<file path="config.mk">
export PLATFORM = sky130hd
export DESIGN_NAME = gb3_ctrl
export DESIGN_NICKNAME = d
export VERILOG_FILES = /design/src/rtl/core/gb3_pkg.sv /design/src/rtl/core/gb3_ctrl.sv
export SDC_FILE = /design/constraint.sdc
export NUM_CORES = 1
export LEC_CHECK = 0
export BUFFER_PORTS_ARGS = -buffer_cell sky130_fd_sc_hd__buf_2
export CORE_UTILIZATION = 45
export DETAILED_ROUTE_END_ITERATION = 12
export PLACE_DENSITY = 0.75
export SKIP_CTS_REPAIR_TIMING = 1
export SYNTH_ARGS = -nofsm -noshare
export SYNTH_HDL_FRONTEND = slang
export SYNTH_SLANG_ARGS = --single-unit
</file>
<file path="constraint.sdc">
create_clock -name clk_i -period 8.34 [get_ports clk_i]
set_input_delay 0.417 -clock clk_i [delete_from_list [all_inputs] [get_ports clk_i]]
set_output_delay 0.417 -clock clk_i [all_outputs]
set_load 0.03 [all_outputs]
</file>
<file path="src/rtl/core/gb3_pkg.sv">
// Shared types and constants for the 3x3 Gaussian blur stream filter.
package gb3_pkg;

  localparam int unsigned PIX_W  = 8;   // gray level
  localparam int unsigned CFG_W  = 12;  // width/height registers
  localparam int unsigned ROW_W  = 13;  // input row counter, runs to height + 1 in flush
  localparam int unsigned OROW_W = 12;  // output row counter, below height
  localparam int unsigned SUM_W  = 12;  // 16 * 255 fits

  localparam logic [CFG_W-1:0] WIDTH_RST  = 12'd640;
  localparam logic [CFG_W-1:0] HEIGHT_RST = 12'd480;

  typedef enum logic {
    KIND_PIXEL = 1'b0,
    KIND_FLUSH = 1'b1
  } kind_e;

  typedef enum logic {
    CFG_IMAGE_WIDTH  = 1'b0,
    CFG_IMAGE_HEIGHT = 1'b1
  } cfg_idx_e;

  // Control and data of one item between the counter stage and the window stage.
  typedef struct packed {
    logic             emit;      // item produces an output pixel
    logic             interior;  // output pixel gets the full kernel
    logic             last;      // output pixel closes the frame
    logic             fwd;       // row store read collides with the write in flight
    logic [PIX_W-1:0] pixel;     // new bottom-row sample (zero during flush)
  } item_t;

endpackage

</file>
<file path="src/rtl/core/gb3_ctrl.sv">
// Configuration registers, frame counters and row store read issue.
module gb3_ctrl #(
  parameter int unsigned MAX_WIDTH = 2048
) (
  input  logic                        clk_i,
  input  logic                        rst_ni,
  input  logic                        cfg_we_i,
  input  logic                        cfg_idx_i,
  input  logic [gb3_pkg::CFG_W-1:0]   cfg_wdata_i,
  input  logic                        in_valid_i,
  input  logic                        in_kind_i,
  input  logic [gb3_pkg::PIX_W-1:0]   in_pixel_i,
  output logic                        in_ready_o,
  input  logic                        s1_ready_i,
  input  logic                        wr_en_i,
  input  logic [$clog2(MAX_WIDTH)-1:0] wr_addr_i,
  output logic                        rd_en_o,
  output logic [$clog2(MAX_WIDTH)-1:0] rd_addr_o,
  output logic                        item_valid_o,
  output gb3_pkg::item_t              item_o
);

  localparam int unsigned CW = $clog2(MAX_WIDTH);
  localparam int unsigned WW = CW + 1;
  localparam int unsigned RW = gb3_pkg::ROW_W;
  localparam int unsigned OW = gb3_pkg::OROW_W;

  logic [gb3_pkg::CFG_W-1:0] width_q, height_q;
  logic [CW-1:0]             col_q, col_d;
  logic [RW-1:0]             row_q, row_d;
  logic [CW-1:0]             ocol_q, ocol_d;
  logic [OW-1:0]             orow_q, orow_d;

  logic [WW-1:0]             eff_w;
  logic [gb3_pkg::CFG_W-1:0] eff_h;
  logic [RW-1:0]             eff_h_ext;
  logic                      active, ignored, take, accept;
  logic                      emit, interior, last;
  logic [WW-1:0]             col_inc, ocol_inc;
  logic                      col_wrap, ocol_wrap;

  always_ff @(posedge clk_i or negedge rst_ni) begin
    if (!rst_ni) begin
      width_q  <= gb3_pkg::WIDTH_RST;
      height_q <= gb3_pkg::HEIGHT_RST;
    end else if (cfg_we_i) begin
      case (gb3_pkg::cfg_idx_e'(cfg_idx_i))
        gb3_pkg::CFG_IMAGE_WIDTH:  width_q  <= cfg_wdata_i;
        gb3_pkg::CFG_IMAGE_HEIGHT: height_q <= cfg_wdata_i;
        default: ;
      endcase
    end
  end

  // Zero means one; width saturates at the store depth.
  always_comb begin
    if (width_q == '0) begin
      eff_w = WW'(1);
    end else if (32'(width_q) > MAX_WIDTH) begin
      eff_w = WW'(MAX_WIDTH);
    end else begin
      eff_w = WW'(width_q);
    end
    eff_h     = (height_q == '0) ? gb3_pkg::CFG_W'(1) : height_q;
    eff_h_ext = RW'(eff_h);
  end

  assign in_ready_o = s1_ready_i;
  assign accept     = in_valid_i && in_ready_o;
  assign active     = row_q < eff_h_ext;
  // A flush before the frame's last pixel does nothing at all.
  assign ignored    = (gb3_pkg::kind_e'(in_kind_i) == gb3_pkg::KIND_FLUSH) && active;
  assign take       = accept && !ignored;

  // Output starts once one line plus one pixel has gone in: row*w + col >= w + 1.
  assign emit = (row_q >= RW'(2)) || ((row_q == RW'(1)) && (col_q != '0)) ||
                ((row_q == '0) && (WW'(col_q) > eff_w));

  assign interior = (ocol_q != '0) && ((WW'(ocol_q) + WW'(1)) < eff_w) &&
                    (orow_q != '0) && ((RW'(orow_q) + RW'(1)) < eff_h_ext);
  assign last     = ((WW'(ocol_q) + WW'(1)) >= eff_w) &&
                    ((RW'(orow_q) + RW'(1)) >= eff_h_ext);

  assign col_inc   = WW'(col_q) + WW'(1);
  assign col_wrap  = col_inc >= eff_w;
  assign ocol_inc  = WW'(ocol_q) + WW'(1);
  assign ocol_wrap = ocol_inc >= eff_w;

  always_comb begin
    col_d  = col_q;
    row_d  = row_q;
    ocol_d = ocol_q;
    orow_d = orow_q;
    if (take) begin
      if (emit && last) begin
        col_d  = '0;
        row_d  = '0;
        ocol_d = '0;
        orow_d = '0;
      end else begin
        col_d = col_wrap ? '0 : col_inc[CW-1:0];
        row_d = col_wrap ? row_q + RW'(1) : row_q;
        if (emit) begin
          ocol_d = ocol_wrap ? '0 : ocol_inc[CW-1:0];
          orow_d = ocol_wrap ? orow_q + OW'(1) : orow_q;
        end
      end
    end
  end

  always_ff @(posedge clk_i or negedge rst_ni) begin
    if (!rst_ni) begin
      col_q  <= '0;
      row_q  <= '0;
      ocol_q <= '0;
      orow_q <= '0;
    end else begin
      col_q  <= col_d;
      row_q  <= row_d;
      ocol_q <= ocol_d;
      orow_q <= orow_d;
    end
  end

  assign rd_en_o   = take;
  assign rd_addr_o = col_q;

  assign item_valid_o    = take;
  assign item_o.emit     = emit;
  assign item_o.interior = interior;
  assign item_o.last     = last;
  // Same column as the write-back in flight (width of one, or a new frame's first item): take the written values.
  assign item_o.fwd      = wr_en_i && (wr_addr_i == col_q);
  assign item_o.pixel    = active ? in_pixel_i : '0;

endmodule

</file>
==> results.cfg <==
[timing]
fmax_ghz = 0.232
slew_headroom_pct = 26.1
maxSlewViolCount = 0
tightestPinTransition_ps = 1110
rsz0062_at_grt = false
hold_viol = 0
fin_crit_sh_pct = 51.8
setup_viol_count_final = 0
finalCriticalPeriod_ps = 4320
skew_ps = 4.01
tns_ps = 0

[floorplan]
coreArea_sq_um = 12200
die_h_microns = 114
num_rows = 40
io_pins = 65
start_util_pct = 46.6
die_area_sq_um = 13100
die_width_microns = 114

[synth]
synthMuxAreaShare_pct = 8.45
synth_cells = 611
synth-xor-area-share_pct = 5.87
netlist_area_sq_um = 5670
synth_top_family_by_area = simple AND/OR/NAND/NOR gates
synth-async-reset-ratio_pct = 100
synth_compound_area_share_pct = 15.8
synth_area_per_cell_sq_um = 9.28
ys_seq_area_share_pct = 31.5
synth_edf_count = 0
yosys.area_share.adder_pct = 15.0
ys_ff_latch = 71
yosysWarnings = 0
synth_nets = 718
ys_types = 59
ys.flop_type = dfrtp_1
synth-simple-area-share_pct = 17.6

[pwr]
clkPwrFrac_pct = 17.2
static-leakage-power_nw = 2.92
vdd_ir_drop_max_mv = 0.125
finalPower_mw = 2.17
seqPwrFrac_pct = 28.7
internal_power_mw = 1.15
combPwrFrac_pct = 54.1
swShare_pct = 47.2
switchingPower_mw = 1.03
power_density_nw_per_um2 = 342

[final_layout]
layout_common_cells = 68 x ha_1, 67 x nand2_1, 65 x dfrtp_1, 64 x buf_2, 50 x inv_1
area.growth.synth_to_final_pct = 12.2
drive_gt1_share_pct = 19.1
fillers = 1080
mostFrequentLayoutCell = ha_1
layout.nets = 771
antenna_cells = 0

[drt]
dr.pass1.iters = 6
wire_per_inst_microns = 16.9
num_vias = 4825
drtAntennaViolNets = 0
wirelength_microns = 14100
vias_per_cell = 5.76
drc = 0
drtIter0Drc = 419

[setup_path]
path_max_fanout = 42
max_stage_delay_ps = 740
cp.arrival_ps = 3900
critPathKind = reg2out
reg2reg_from = rd_addr_o[0]$_DFFE_PN0P_
rr_endpoint = rd_addr_o[0]$_DFFE_PN0P_
cp.required_ps = 7920
slowest_stage = a21o_2
rr_worst_depth = 13
worst_setup_path_start_kind = flop
ff2ff_setup_slack_ps = 4520
end_kind = output pin
crit_chain = ha_1, a211oi_1, a221oi_1, a221o_1, a21oi_2, a21o_2, clkinv_1, buf_2

[outcome]
outcome = complete, no violations

[clock_tree]
cts_tree = yes
clk_latency_ps = 350
cts_root_buf = clkbuf_16
clkTransAtPathRegs_ps = 50
clk_path_buf_depth = 2
htreeDepth = 3
clock_sinks = 71
cts-buffers-inserted = 9

[global_routing]
grt_first_pass_wirelength_microns = 23500
antenna_found_initial = 0
grt_pass1_vias = 4771
grt.met1_usage_pct = 29.7
grt-busiest-layer = met2
grt_max_degree = 72
grt_use_met3_pct = 5.66
use_met2_pct = 38.5
grt_overflow = 0
grt_usage_pct = 23.3

[job]
max-cap-violations = 0

[place]
place_congestion = 0.920
dpl.hpwl_microns = 10700
port_buffers = 64

[min_path]
worstHoldPathType = in2async
## through the flow
| step | std cells | worst slack [ps] | hold WS (ps) | util, % | cell area, sq um |
|---|---|---|---|---|---|
| global route | 837 | 3790 | 318 | 52.3 | 6360 |
| CTS | 837 | 4060 | 309 | 52.3 | 6360 |
| detailed placement | 821 | 4420 | 511 | 50.0 | 6090 |
| global placement | 821 | 4540 | 505 | 50.0 | 6090 |
| finish | 837 | 4020 | 289 | 52.3 | 6360 |
| floorplan | 611 | 4910 | 121 | - | 5670 |
## layer usage
layer	part of all wire (%)	wire [microns]
met5	0	0
met4	2.0	284
met3	6.0	852
met2	47	6670
met1	45	6330
## final cells by class
type | count | area (sq um) | share of cell area [%]
Sequential cell | 71 | 1780 | 28.0
Inverter | 51 | 191 | 3.01
Multi-Input combinational cell | 464 | 3560 | 55.9
Clock inverter | 2 | 15.0 | 0.236
Timing Repair Buffer | 67 | 343 | 5.39
Tap cell | 168 | 210 | 3.30
Clock buffer | 14 | 264 | 4.15
## critical path, delay by kind of cell, from the launching register on
family | cells | cell delay [ps]
flip-flops | 1 | 440
AO/OA/AOI/OAI | 5 | 1900
buffers and inverters | 2 | 860
adder cells (fa/ha/maj) | 1 | 330
## cell usage after synthesis (4+ instances only)
library cell / count / area (sq um)
o21ai_0: 28 / 140
nand2_1: 67 / 251
nand2b_1: 12 / 75.1
dfstp_2: 6 / 158
mux2i_1: 22 / 220
dfrtp_1: 65 / 1630
nand3_1: 23 / 115
nor4_1: 12 / 75.1
a31oi_1: 6 / 37.5
nor2_1: 17 / 63.8
and2_1: 9 / 56.3
buf_4: 7 / 52.6
a2111oi_2: 5 / 75.1
inv_1: 50 / 188
nand4_1: 17 / 106
or3_1: 4 / 25.0
clkbuf_1: 12 / 45.0
xnor2_1: 31 / 272
o21bai_1: 9 / 67.6
nor2b_1: 5 / 31.3
xor2_1: 7 / 61.3
nor3_1: 8 / 40.0
a21o_1: 8 / 60.1
mux2_2: 23 / 259
o2bb2ai_1: 4 / 35.0
o22ai_1: 8 / 50.1
a21oi_1: 20 / 100
buf_2: 4 / 20.0
ha_1: 68 / 851
and3_1: 10 / 62.6
## worst max path at each step
stage                             startpoint  slack (ps)                    to  cells after the start
floorplan           rd_addr_o[0]$_DFFE_PN0P_        4910  row_q[3]$_DFFE_PN0P_                     15
global placement        row_q[2]$_DFFE_PN0P_        4540               rd_en_o                      8
detailed placement      row_q[2]$_DFFE_PN0P_        4420          item_valid_o                      8
CTS                     row_q[2]$_DFFE_PN0P_        4060          item_valid_o                      8
global route            row_q[2]$_DFFE_PN0P_        3790          item_valid_o                      8
finish                  row_q[2]$_DFFE_PN0P_        4020          item_valid_o                      8
## power by group through the flow
stage	Clock [mW]	Combinational (mW)	Sequential, mW
6_report	0.373	1.18	0.624
5_1_grt	0.394	1.32	0.643
4_1_cts	0.377	1.17	0.619
3_5_place_dp	0	1.17	0.622
3_3_place_gp	0	1.11	0.613
2_1_floorplan	0	0.911	0.595
## registers in the layout, indices dropped and copies added, names as in the netlist
register   flops
ocol_q        11
height_q      12
row_q         13
rd_addr_o     11
width_q       12
orow_q        12
## cell families (layout without fill, tap and decap cells)
family,after synthesis,count (layout)
buf+inv,76,134
compound gates,119,119
flops,71,71
xor+xnor,38,38
simple gates,194,194
fa+ha+maj,68,68
mux,45,45
Note: power is estimated with default switching activity, not from simulation.
