`src/rtl/core/gb3_pkg.sv`:
```
// Shared types and constants for the 3x3 Gaussian blur stream filter.
package gb3_pkg;

  localparam int unsigned PIX_W  = 8;   // gray level
  localparam int unsigned CFG_W  = 12;  // width/height registers
  localparam int unsigned ROW_W  = 13;  // input row counter, runs to height + 1 in flush
  localparam int unsigned OROW_W = 12;  // output row counter, below height
  localparam int unsigned SUM_W  = 12;  // 16 * 255 fits

  localparam logic [CFG_W-1:0] WIDTH_RST  = 12'd640;
  localparam logic [CFG_W-1:0] HEIGHT_RST = 12'd480;

  typedef enum logic {
    KIND_PIXEL = 1'b0,
    KIND_FLUSH = 1'b1
  } kind_e;

  typedef enum logic {
    CFG_IMAGE_WIDTH  = 1'b0,
    CFG_IMAGE_HEIGHT = 1'b1
  } cfg_idx_e;

  // Control and data of one item between the counter stage and the window stage.
  typedef struct packed {
    logic             emit;      // item produces an output pixel
    logic             interior;  // output pixel gets the full kernel
    logic             last;      // output pixel closes the frame
    logic             fwd;       // row store read collides with the write in flight
    logic [PIX_W-1:0] pixel;     // new bottom-row sample (zero during flush)
  } item_t;

endpackage

```
`src/rtl/core/gb3_window.sv`:
```
// Row store write-back, 3x3 window, kernel sum and output register.
module gb3_window #(
  parameter int unsigned MAX_WIDTH = 2048
) (
  input  logic                         clk_i,
  input  logic                         rst_ni,
  input  logic                         item_valid_i,
  input  gb3_pkg::item_t               item_i,
  input  logic [$clog2(MAX_WIDTH)-1:0] addr_i,
  output logic                         s1_ready_o,
  input  logic [gb3_pkg::PIX_W-1:0]    rd_upper_i,
  input  logic [gb3_pkg::PIX_W-1:0]    rd_middle_i,
  output logic                         wr_en_o,
  output logic [$clog2(MAX_WIDTH)-1:0] wr_addr_o,
  output logic [gb3_pkg::PIX_W-1:0]    wr_upper_o,
  output logic [gb3_pkg::PIX_W-1:0]    wr_middle_o,
  output logic                         out_valid_o,
  input  logic                         out_ready_i,
  output logic [gb3_pkg::PIX_W-1:0]    out_gray_o,
  output logic                         out_last_o
);

  localparam int unsigned CW = $clog2(MAX_WIDTH);
  localparam int unsigned PW = gb3_pkg::PIX_W;
  localparam int unsigned SW = gb3_pkg::SUM_W;

  logic                 s1_valid_q;
  gb3_pkg::item_t       s1_item_q;
  logic [CW-1:0]        s1_addr_q;
  logic [PW-1:0]        fwd_upper_q, fwd_middle_q;
  logic [PW-1:0]        win_q [6];
  logic                 out_valid_q, out_last_q;
  logic [PW-1:0]        out_gray_q;

  logic                 s1_go;
  logic [PW-1:0]        n0, n1, n2;
  logic [SW-1:0]        sum;
  logic [PW-1:0]        center;

  // Stage holds only when it has a result and the output slot stays full.
  assign s1_go      = s1_valid_q && (!s1_item_q.emit || !out_valid_q || out_ready_i);
  assign s1_ready_o = !s1_valid_q || s1_go;

  assign n0 = s1_item_q.fwd ? fwd_upper_q  : rd_upper_i;
  assign n1 = s1_item_q.fwd ? fwd_middle_q : rd_middle_i;
  assign n2 = s1_item_q.pixel;

  assign wr_en_o     = s1_go;
  assign wr_addr_o   = s1_addr_q;
  assign wr_upper_o  = n1;
  assign wr_middle_o = n2;

  assign sum = SW'(win_q[0]) + (SW'(win_q[1]) << 1) + SW'(win_q[2]) +
               (SW'(win_q[3]) << 1) + (SW'(win_q[4]) << 2) + (SW'(win_q[5]) << 1) +
               SW'(n0) + (SW'(n1) << 1) + SW'(n2);
  assign center = s1_item_q.interior ? sum[SW-1:4] : win_q[4];

  always_ff @(posedge clk_i or negedge rst_ni) begin
    if (!rst_ni) begin
      s1_valid_q <= 1'b0;
    end else if (s1_ready_o) begin
      s1_valid_q <= item_valid_i;
    end
  end

  always_ff @(posedge clk_i) begin
    if (s1_ready_o && item_valid_i) begin
      s1_item_q    <= item_i;
      s1_addr_q    <= addr_i;
      fwd_upper_q  <= n1;
      fwd_middle_q <= n2;
    end
  end

  always_ff @(posedge clk_i or negedge rst_ni) begin
    if (!rst_ni) begin
      for (int i = 0; i < 6; i++) begin
        win_q[i] <= '0;
      end
    end else if (s1_go) begin
      win_q[0] <= win_q[3];
      win_q[1] <= win_q[4];
      win_q[2] <= win_q[5];
      win_q[3] <= n0;
      win_q[4] <= n1;
      win_q[5] <= n2;
    end
  end

  always_ff @(posedge clk_i or negedge rst_ni) begin
    if (!rst_ni) begin
      out_valid_q <= 1'b0;
    end else if (s1_go && s1_item_q.emit) begin
      out_valid_q <= 1'b1;
    end else if (out_ready_i) begin
      out_valid_q <= 1'b0;
    end
  end

  always_ff @(posedge clk_i) begin
    if (s1_go && s1_item_q.emit) begin
      out_gray_q <= center;
      out_last_q <= s1_item_q.last;
    end
  end

  assign out_valid_o = out_valid_q;
  assign out_gray_o  = out_gray_q;
  assign out_last_o  = out_last_q;

endmodule

```
`config.mk`:
```
export PLATFORM = sky130hd
export DESIGN_NAME = gb3_window
export DESIGN_NICKNAME = d
export VERILOG_FILES = /design/src/rtl/core/gb3_pkg.sv /design/src/rtl/core/gb3_window.sv
export SDC_FILE = /design/constraint.sdc
export NUM_CORES = 1
export LEC_CHECK = 0
export BUFFER_PORTS_ARGS = -buffer_cell sky130_fd_sc_hd__buf_4
export CAP_MARGIN = 20
export CELL_PAD_IN_SITES_DETAIL_PLACEMENT = 1
export CELL_PAD_IN_SITES_GLOBAL_PLACEMENT = 2
export CORE_ASPECT_RATIO = 1.1
export CORE_MARGIN = 4
export CORE_UTILIZATION = 38
export DETAILED_ROUTE_END_ITERATION = 12
export GPL_ROUTABILITY_DRIVEN = 0
export MAX_ROUTING_LAYER = met4
export PLACE_DENSITY_LB_ADDON = 0.1
export SETUP_SLACK_MARGIN = 0.4
export SYNTH_ARGS = -nofsm -noshare
export SYNTH_HDL_FRONTEND = slang
export SYNTH_SLANG_ARGS = --single-unit
```
`constraint.sdc`:
```
create_clock -name clk_i -period 5.57 [get_ports clk_i]
set_input_delay 0.2785 -clock clk_i [delete_from_list [all_inputs] [get_ports clk_i]]
set_output_delay 0.2785 -clock clk_i [all_outputs]
set_load 0.1 [all_outputs]
```
==> results of run 1 <==
-- cell usage after synthesis (all sizes together), types with 2 or more instances --
cell type,number,area share
inv,86,0.060
nand2,66,0.046
fa,52,0.19
dfrtp,50,0.23
edfxtp,48,0.27
o21ai,29,0.027
mux2,20,0.042
buf,16,0.022
ha,13,0.030
a21oi,12,0.011
clkbuf,6,0.0042
mux2i,6,0.011
nand3,6,0.0056
nor2,6,0.0042
nand3b,3,0.0042
a21o,2,0.0030
a22oi,2,0.0028
a31o,2,0.0033
nor2b,2,0.0023
nor3,2,0.0019
xnor2,2,0.0033
-- routing by layer --
layer | vias up | part of all wire
met2 | 34 | 0.57
met1 | 1694 | 0.40
met5 | - | 0
met4 | 0 | 0.017
li1 | 1568 | -
met3 | 13 | 0.019
-- kinds of logic after synthesis --
| kind of cell | after synthesis |
|---|---|
| buffers and inverters | 109 |
| flip-flops | 98 |
| AND/OR/NAND/NOR | 93 |
| adder cells (fa/ha/maj) | 65 |
| AO/OA/AOI/OAI | 52 |
| multiplexers | 26 |
| XOR/XNOR | 3 |
-- layout make-up --
type / count / share of cell area
Inverter: 87 / 0.05092
Tap cell: 188 / 0.03668
Clock inverter: 7 / 0.008389
Timing Repair Buffer: 86 / 0.1011
Clock buffer: 9 / 0.03512
Multi-Input combinational cell: 239 / 0.3480
Sequential cell: 98 / 0.4198
-- registers in the layout, indices dropped and copies added, names as in the netlist --
signal and flops:
out_valid_o 1, fwd_middle_q 8, s1_valid_q 1, s1_item_q 4, wr_addr_o 11, out_last_o 1
fwd_upper_q 8, win_q 48, out_gray_o 8, wr_middle_o 8
-- through the flow --
| stage | cell area, sq um | utilization |
|---|---|---|
| after floorplan | 5390 | - |
| after global placement | 6110 | 0.4411 |
| after detailed placement | 6110 | 0.4411 |
| after CTS | 6399 | 0.4620 |
| after global routing | 6414 | 0.4631 |
| final | 6414 | 0.4631 |
-- timing repair --
item,in CTS,in global routing
endpoints found under the setup margin,0,1
resized for setup,0,0
setup buffers,0,2
hold buffers,1,0
hold endpoints to repair,16,0
-- path summary, 6_finish.rpt --
check	start	endpoint	slack, ns
worst max register to register	s1_item_q[8]$_DFFE_PP_	out_gray_o[7]$_DFFE_PP_	0.79
worst min-delay path	item_i[7]	wr_middle_o[7]$_DFFE_PP_	0.10
worst max-delay path	s1_item_q[8]$_DFFE_PP_	out_gray_o[7]$_DFFE_PP_	0.79
worst min register to register	s1_item_q[9]$_DFFE_PP_	out_last_o$_DFFE_PP_	0.43
max in group asynchronous	rst_ni	win_q[39]$_DFFE_PN0P_	4.56
min in group asynchronous	rst_ni	win_q[1]$_DFFE_PN0P_	0.54
==> results.txt, run 1 <==
Dividing the detail-routed wire length by the instance count gives 16.27 um. The library cells used most frequently in the layout, excluding fill and tap cells, are sky130_fd_sc_hd__inv_1 (85), sky130_fd_sc_hd__buf_4 (85), sky130_fd_sc_hd__nand2_1 (66), sky130_fd_sc_hd__fa_1 (52), sky130_fd_sc_hd__dfrtp_1 (50). Data on the critical path is required at its endpoint by approximately 5.7 ns. The global-route met3 utilization is 0.02223. The leftover overflow at the end of global routing is 0.

The final-layout setup total negative slack is 0 ns. The initialized floorplan defines 45 standard-cell rows. The worst setup path is captured at a flip-flop. The flop and latch count out of synthesis came out at between 90 and 100. The minimum hold slack came out at about 0.10 ns. The worst setup slack after layout is between 0.7 and 0.8 ns. The share of the synthesized area in compound gates (AO/OA/AOI/OAI) came out at 0.05850.

The number of optimization iterations in the first detailed-route pass came out at 4. The footprint of the flip-flops and latches came out at 2693 sq um. The peak clock frequency supported by timing came out at 0.2090 GHz.

The total number of clock tree sinks is 98. After filler insertion, the fill cell instance count of the layout stands at around 1500. Traced cell by cell, the critical path runs through buf_4 > mux2_2 > inv_1 > fa_1 > inv_1 > fa_1 > fa_1 > inv_1 > fa_1 > nor3_1 > fa_1 > a21o_2 > a311oi_1 > or4_1 > nand3_1. The buffering stage count on the worst path with inverters included is 4.

The maximum number of pins on one net before global-route repair came out at 51. The flow ran to the end, and the final reports show no timing, DRC or antenna violations. The clock passes through at most 2 buffers. The number of antenna violations at the first check in global routing is 0. The I/O pin count is 82. The first global-routing pass estimated 19870 um of wire. The TritonCTS clock tree is yes. Relative to the synthesized area, the layout overhead comes to 18.99%. The path class of the tightest hold or removal check is input port to flip-flop. The final number of hold-violating endpoints came to 0. The worst setup path is launched from a flip-flop. The area of the placeable core came out at 13850 sq um. The maximum fanout along the worst path came out at 8. The detailed-placement wirelength estimate came out at 8855 um. The met2 layer usage reported by global route came out at 0.2971.

The post-synthesis instance area is ~5400 sq um. The dominant delay contributor by cell family on the critical path is adder cells. The synthesized net count came out at between 500 and 600. In this run the clock root is driven by a sky130_fd_sc_hd__clkbuf_16. The largest single stage delay on the critical path is 0.61 ns. The mean number of vias per cell is approximately 4.6. The DRC violation count after routing is 0. The chip height is 132.9 um. Measured along the x axis, the die boundary spans 121.6 um.

The total die area is 16160 sq um. The number of cells on the worst hold path is 1. The adder and majority gate portion of the synthesized area came out at 0.2233. The post-placement setup slack came out at 0.7000 ns. The total count of max-transition violations in the final report is 0.

Summing over every cut layer, the via total after detailed routing is around 3300. The fraction of synthesized area in multiplexers is 0.05292. The total wire length is approximately 12000 um. The depth of the worst register-to-register path came out at 15. After synthesis, the mean cell area works out to 12.09 sq um. The clock input transition at the sequential cells of the worst setup and hold paths is 0.07 ns. By instance count, the cell type seen most on the critical path is sky130_fd_sc_hd__fa_1. The critical path is of the flip-flop to flip-flop type. The clock network latency to the later pin of the worst-skew pair came out at 0.35 ns. The fraction of met1 tracks used by global routing is 0.1881. The actual transition at the worst max-transition pin came out at 0.9691 ns. Dividing the final minimum period by the clock period gives 0.8589. Setup violations remaining at the end of the flow were counted as 0. After synthesis, the largest family of logic cells by area is adder cells. The post-layout instance count excluding filler cells came out at 714. The number of design-rule violations left by the first detailed-router iteration came out at 95. The worst clock skew on the final layout is 0.007069 ns. For this configuration, the core starts out at a cell density of 0.3892. In the final layout, the share of cells above drive strength 1 is 0.2414. Headroom to the max-slew limit came out at 0.3539. The critical path depth in cells came out at 15. The clock period could shrink to between 4 and 5 ns. The largest individual stage delay along the critical path comes from the cell sky130_fd_sc_hd__fa_1.

During synthesis, Yosys emitted a total of 0 warnings. The share of synthesized flip-flops with an asynchronous set or reset came out at 0.5102. The number of clock buffers added by TritonCTS is 9. The multi-input combinational cells in the finished layout cover a total of 2232 sq um. Once detail routing completed, the nets flagged for antenna violations numbered 0.

The simple-gate area share of the yosys netlist is 0.07428. The max capacitance violation total is 0. Yosys mapped a number of flops with a built-in enable equal to 48.

The most used flip-flop cell after synthesis is sky130_fd_sc_hd__dfrtp_1. Of the total synthesized cell area, the portion taken by XOR and XNOR cells is 0.004875. After global routing, the most crowded layer is met2. The number of nets in the layout is 629. Setup repair after global routing left no endpoint under its margin. The number of cells in the design after placement is 695. STA puts the critical path data arrival time at 4.88 ns. 0 antenna diodes ended up in the layout. For this run, the register share of the synthesized area comes to 0.4995. The count of distinct cell types in the synthesized netlist came out at 40.

Buffers placed on the I/O ports in this run total 81. The number of instances in the synthesized netlist came out at between 400 and 500. The number of global-route vias before repair is 3834. The global routing usage summed across all routing layers is 0.1659.

The maximum level of the CTS H-tree came out at 3.
Power of run 1 is not shown: default switching activity piles up to over one toggle a cycle in this logic, so the estimate is an artifact.
==> inputs of run 2 (changes only) <==
--- a/config.mk
+++ b/config.mk
@@ -5,13 +5,14 @@
 export SDC_FILE = /design/constraint.sdc
 export NUM_CORES = 1
 export LEC_CHECK = 0
+export ABC_AREA = 1
 export BUFFER_PORTS_ARGS = -buffer_cell sky130_fd_sc_hd__buf_4
 export CAP_MARGIN = 20
 export CELL_PAD_IN_SITES_DETAIL_PLACEMENT = 1
 export CELL_PAD_IN_SITES_GLOBAL_PLACEMENT = 2
 export CORE_ASPECT_RATIO = 1.1
 export CORE_MARGIN = 4
-export CORE_UTILIZATION = 38
+export CORE_UTILIZATION = 37
 export DETAILED_ROUTE_END_ITERATION = 12
 export GPL_ROUTABILITY_DRIVEN = 0
 export MAX_ROUTING_LAYER = met4
==> results.txt, run 2 <==
The run finished with clean final reports. The layout overhead on the synthesized area came out at 18.98%. The die outline width is around 120 um. The count of distinct cell types in the synthesized netlist is 27. The layer flagged by global routing as most heavily used is met2. Across all register-to-register paths, the minimum setup slack is 0.93 ns. The number of synthesized flops with an enable pin is 48. The proportion of synthesized chip area in sequential cells came out at 0.4922.

At the worst endpoint, the required time is 5.68 ns. The end point of the worst hold path is wr_addr_o[9]$_DFFE_PP_. Setup violations remaining at the end of the flow were counted as 0.

After detailed placement, the design holds a cell count of 757. The total wire length came out at 11890 um. The total number of clock tree sinks is 98.

The area share of the leading cell type in the synthesized netlist is 0.2635. The clock input transition at the sequential cells of the worst setup and hold paths came out at 0.07 ns. The count of vias placed by the detailed router is 3479. The global-route wire length before repair came out at a little under 20000 um.

Counting stages on the worst path, the most repeated cell is sky130_fd_sc_hd__fa_1. The DRC violation count after routing is 0. The clock network latency to the later pin of the worst-skew pair came out at 0.35 ns. Based on the critical path, the design can be clocked at up to 0.2155 GHz.

The signal on the critical path passes through buf_6 > mux2_2 > fa_1 > fa_1 > fa_1 > inv_1 > fa_1 > inv_1 > fa_1 > nand3_1 > nand2_1 > nand3_1 > nand3_1 > nand3_1 > nand2_1. The post-layout instance count excluding filler cells is about 780. The number of port buffers is 81. The number of buffers created by CTS is 9. The post-cts repair resize count came out at 0. The worst setup slack after layout is just over 0.9 ns. The mean area per synthesized cell is about 11 sq um.

For this run, asynchronously set or reset flops after synthesis account for 0.5102. The worst relative slew slack came out at 0.3815. The number of global-route vias before repair came to 3840.

The type of the worst min-delay path is input port to flip-flop. In the synthesized netlist the dominant register cell turns out to be sky130_fd_sc_hd__dfrtp_1. The total die area came out at 16800 sq um.

Sorting the synthesized cells by area gives the leading types as sky130_fd_sc_hd__edfxtp_1 (26%), sky130_fd_sc_hd__dfrtp_1 (23%), sky130_fd_sc_hd__fa_1 (19%). The area of the placeable core is between 10000 and 15000 sq um. The number of antenna violations at the first check in global routing came out at 0. The global routing usage summed across all routing layers came out at 0.1584. Subtracting the final worst setup slack from the clock period gives 4.640 ns. The leftover overflow at the end of global routing is 0. The post-placement setup slack came out at 0.6661 ns. Before antenna repair, the detailed router went through 4 iterations. The number of buffers on the longest clock path came out at 2.

The actual transition at the worst max-transition pin is 0.9267 ns. The share of layout cells above drive strength 1 came out at 0.1973. Leaving out fill and tap cells, the most frequent cells in the layout are sky130_fd_sc_hd__inv_1 (119), sky130_fd_sc_hd__nand2_1 (101), sky130_fd_sc_hd__buf_4 (84), sky130_fd_sc_hd__fa_1 (52), sky130_fd_sc_hd__dfrtp_1 (50). win_q holds more flip-flops than any other register. The flop and latch count out of synthesis is between 90 and 100.

For met2 alone, demand over resource in global routing was 0.2804. The critical path starts at s1_item_q[8]$_DFFE_PP_. The final layout contains 686 nets. TritonCTS built the clock tree.

The maximum fanout along the worst path is 11. The arrival time of the worst setup path came out at 4.75 ns. Dividing the detail-routed wire length by the instance count gives between 15 and 20 um.

Detailed placement ended at an HPWL of 9159 um. Yosys printed 0 warnings. The residual antenna-violating net count after detailed routing came out at 0. The fraction of met1 tracks used by global routing came out at 0.1804.

Leaving out fill and tap cells, the most frequent cell in the layout is sky130_fd_sc_hd__inv_1. The final design utilization is 0.4505. The root buffer cell chosen for the clock tree is sky130_fd_sc_hd__clkbuf_16. The global-route met3 utilization came out at 0.02506. The total count of max-transition violations in the final report is 0. In this run the most critical hold path is launched from addr_i[9].

The worst clock skew on the final layout is 0.008357 ns. After the first detailed-routing iteration, the DRC count stood at 135. The maximum number of pins on one net before global-route repair is between 70 and 80. 0 antenna diodes ended up in the layout. The maximum level of the CTS H-tree came out at 3. Ranked by instance count, the synthesized netlist is headed by sky130_fd_sc_hd__inv_1 (120), sky130_fd_sc_hd__nand2_1 (101), sky130_fd_sc_hd__fa_1 (52). Setup repair after global routing left no endpoint under its margin.

The number of cells on the worst hold path came out at 1. The worst register-to-register path ends at out_gray_o[5]$_DFFE_PP_. The synthesized netlist occupies a cell area of 5470 sq um. In this run the critical register-to-register path is launched from s1_item_q[8]$_DFFE_PP_.

The die is 135.5 um tall. The slowest stage of the critical path is the sky130_fd_sc_hd__edfxtp_1 cell. sky130_fd_sc_hd__inv_1 is the most common cell in the netlist. The largest total area in the synthesized netlist belongs to sky130_fd_sc_hd__edfxtp_1. The delay contributed by the slowest stage of the critical path is 0.66 ns.

The worst setup path is launched from a flip-flop. The register with the most flip-flops in the layout has between 40 and 50 of them. The synthesized net count is 611. Summed over all failing endpoints, the final setup total negative slack is 0 ns. The final number of hold-violating endpoints came out at 0. The kind of capture point of the worst setup path is a flip-flop. The initial utilization of the core area, before any placement, comes to 0.3787. The mean number of vias per cell is 4.489. In this run the core area contains 46 standard-cell rows.

By startpoint and endpoint, the worst setup path is classified as flip-flop to flip-flop. between 80 and 90 I/O pins were placed. Max-cap violations in this run came to 0.

For the worst flop-to-flop path, the logic depth is 15. The number of instances in the synthesized netlist came out at roughly 500. In the finished design, the share of the clock period the worst path needs comes to 0.8331.
-- run 2: cell count changes in the layout (fill, tap and decap cells not counted), sizes merged, moves of 3 or more --
cell,before,now
mux2,20,7
mux2i,6,1
nand3,6,12
o21ai,29,57
a21oi,12,4
nand2,66,105
inv,88,122
nand3b,3,0
-- run 2: cell type report --
| type | count | area, sq um |
|---|---|---|
| fill | 1614 | 7938 |
| sequential | 98 | 2693 |
| multi-input combinational | 263 | 2151 |
| timing repair buffer | 86 | 651.9 |
| inverter | 120 | 450.4 |
| tap | 192 | 240.2 |
| clock buffer | 9 | 225.2 |
| clock inverter | 7 | 97.59 |
-- run 2: cell families (layout without fill, tap and decap cells) --
kind of cell	after synthesis	count (layout)	synth area share
AO/OA/AOI/OAI	64	64	0.06244
XOR/XNOR	1	1	0.001601
adder cells (fa/ha/maj)	65	65	0.2200
flip-flops	98	98	0.4922
buffers and inverters	142	222	0.1146
AND/OR/NAND/NOR	125	125	0.09081
multiplexers	8	8	0.01830
-- run 2: through the flow --
step                      area [sq um]  hold slack [ns]
after detailed placement          6165           0.3722
after global routing              6509          0.07554
after global placement            6165           0.3622
after CTS                         6497          0.07991
after floorplan                   5470         -0.01709
final                             6509          0.09378
-- run 2: what timing repair did --
| item | 4_1_cts | 5_1_grt |
|---|---|---|
| hold buffers | 1 | 0 |
| buffers inserted | 0 | 1 |
| endpoints found under the hold margin | 14 | 0 |
| setup endpoints to repair | 0 | 2 |
-- run 2: layer usage --
metal	part of all wire	vias up
met5	0	-
met4	0.018	0
met2	0.57	33
met1	0.39	1752
li1	-	1679
met3	0.020	15
-- run 2: worst max-delay path by stage --
| stage | end | slack (ns) | cells past startpoint |
|---|---|---|---|
| 3_3_place_gp | out_gray_o[5]$_DFFE_PP_ | 0.73 | 15 |
| 4_1_cts | out_gray_o[5]$_DFFE_PP_ | 0.65 | 15 |
| 6_report | out_gray_o[5]$_DFFE_PP_ | 0.93 | 15 |
| 3_5_place_dp | out_gray_o[5]$_DFFE_PP_ | 0.67 | 15 |
| 2_1_floorplan | out_gray_o[5]$_DFFE_PP_ | 1.36 | 20 |
| 5_1_grt | out_gray_o[5]$_DFFE_PP_ | 0.61 | 19 |
-- run 2: worst max-delay path: cells and delay by family (launching register included) --
kind / cells / cell delay, ns
adder cells (fa/ha/maj): 5 / 2.44
buffers and inverters: 3 / 0.37
flip-flops: 1 / 0.66
multiplexers: 1 / 0.39
AND/OR/NAND/NOR: 6 / 0.54
Power of run 2 is left out for the same reason.
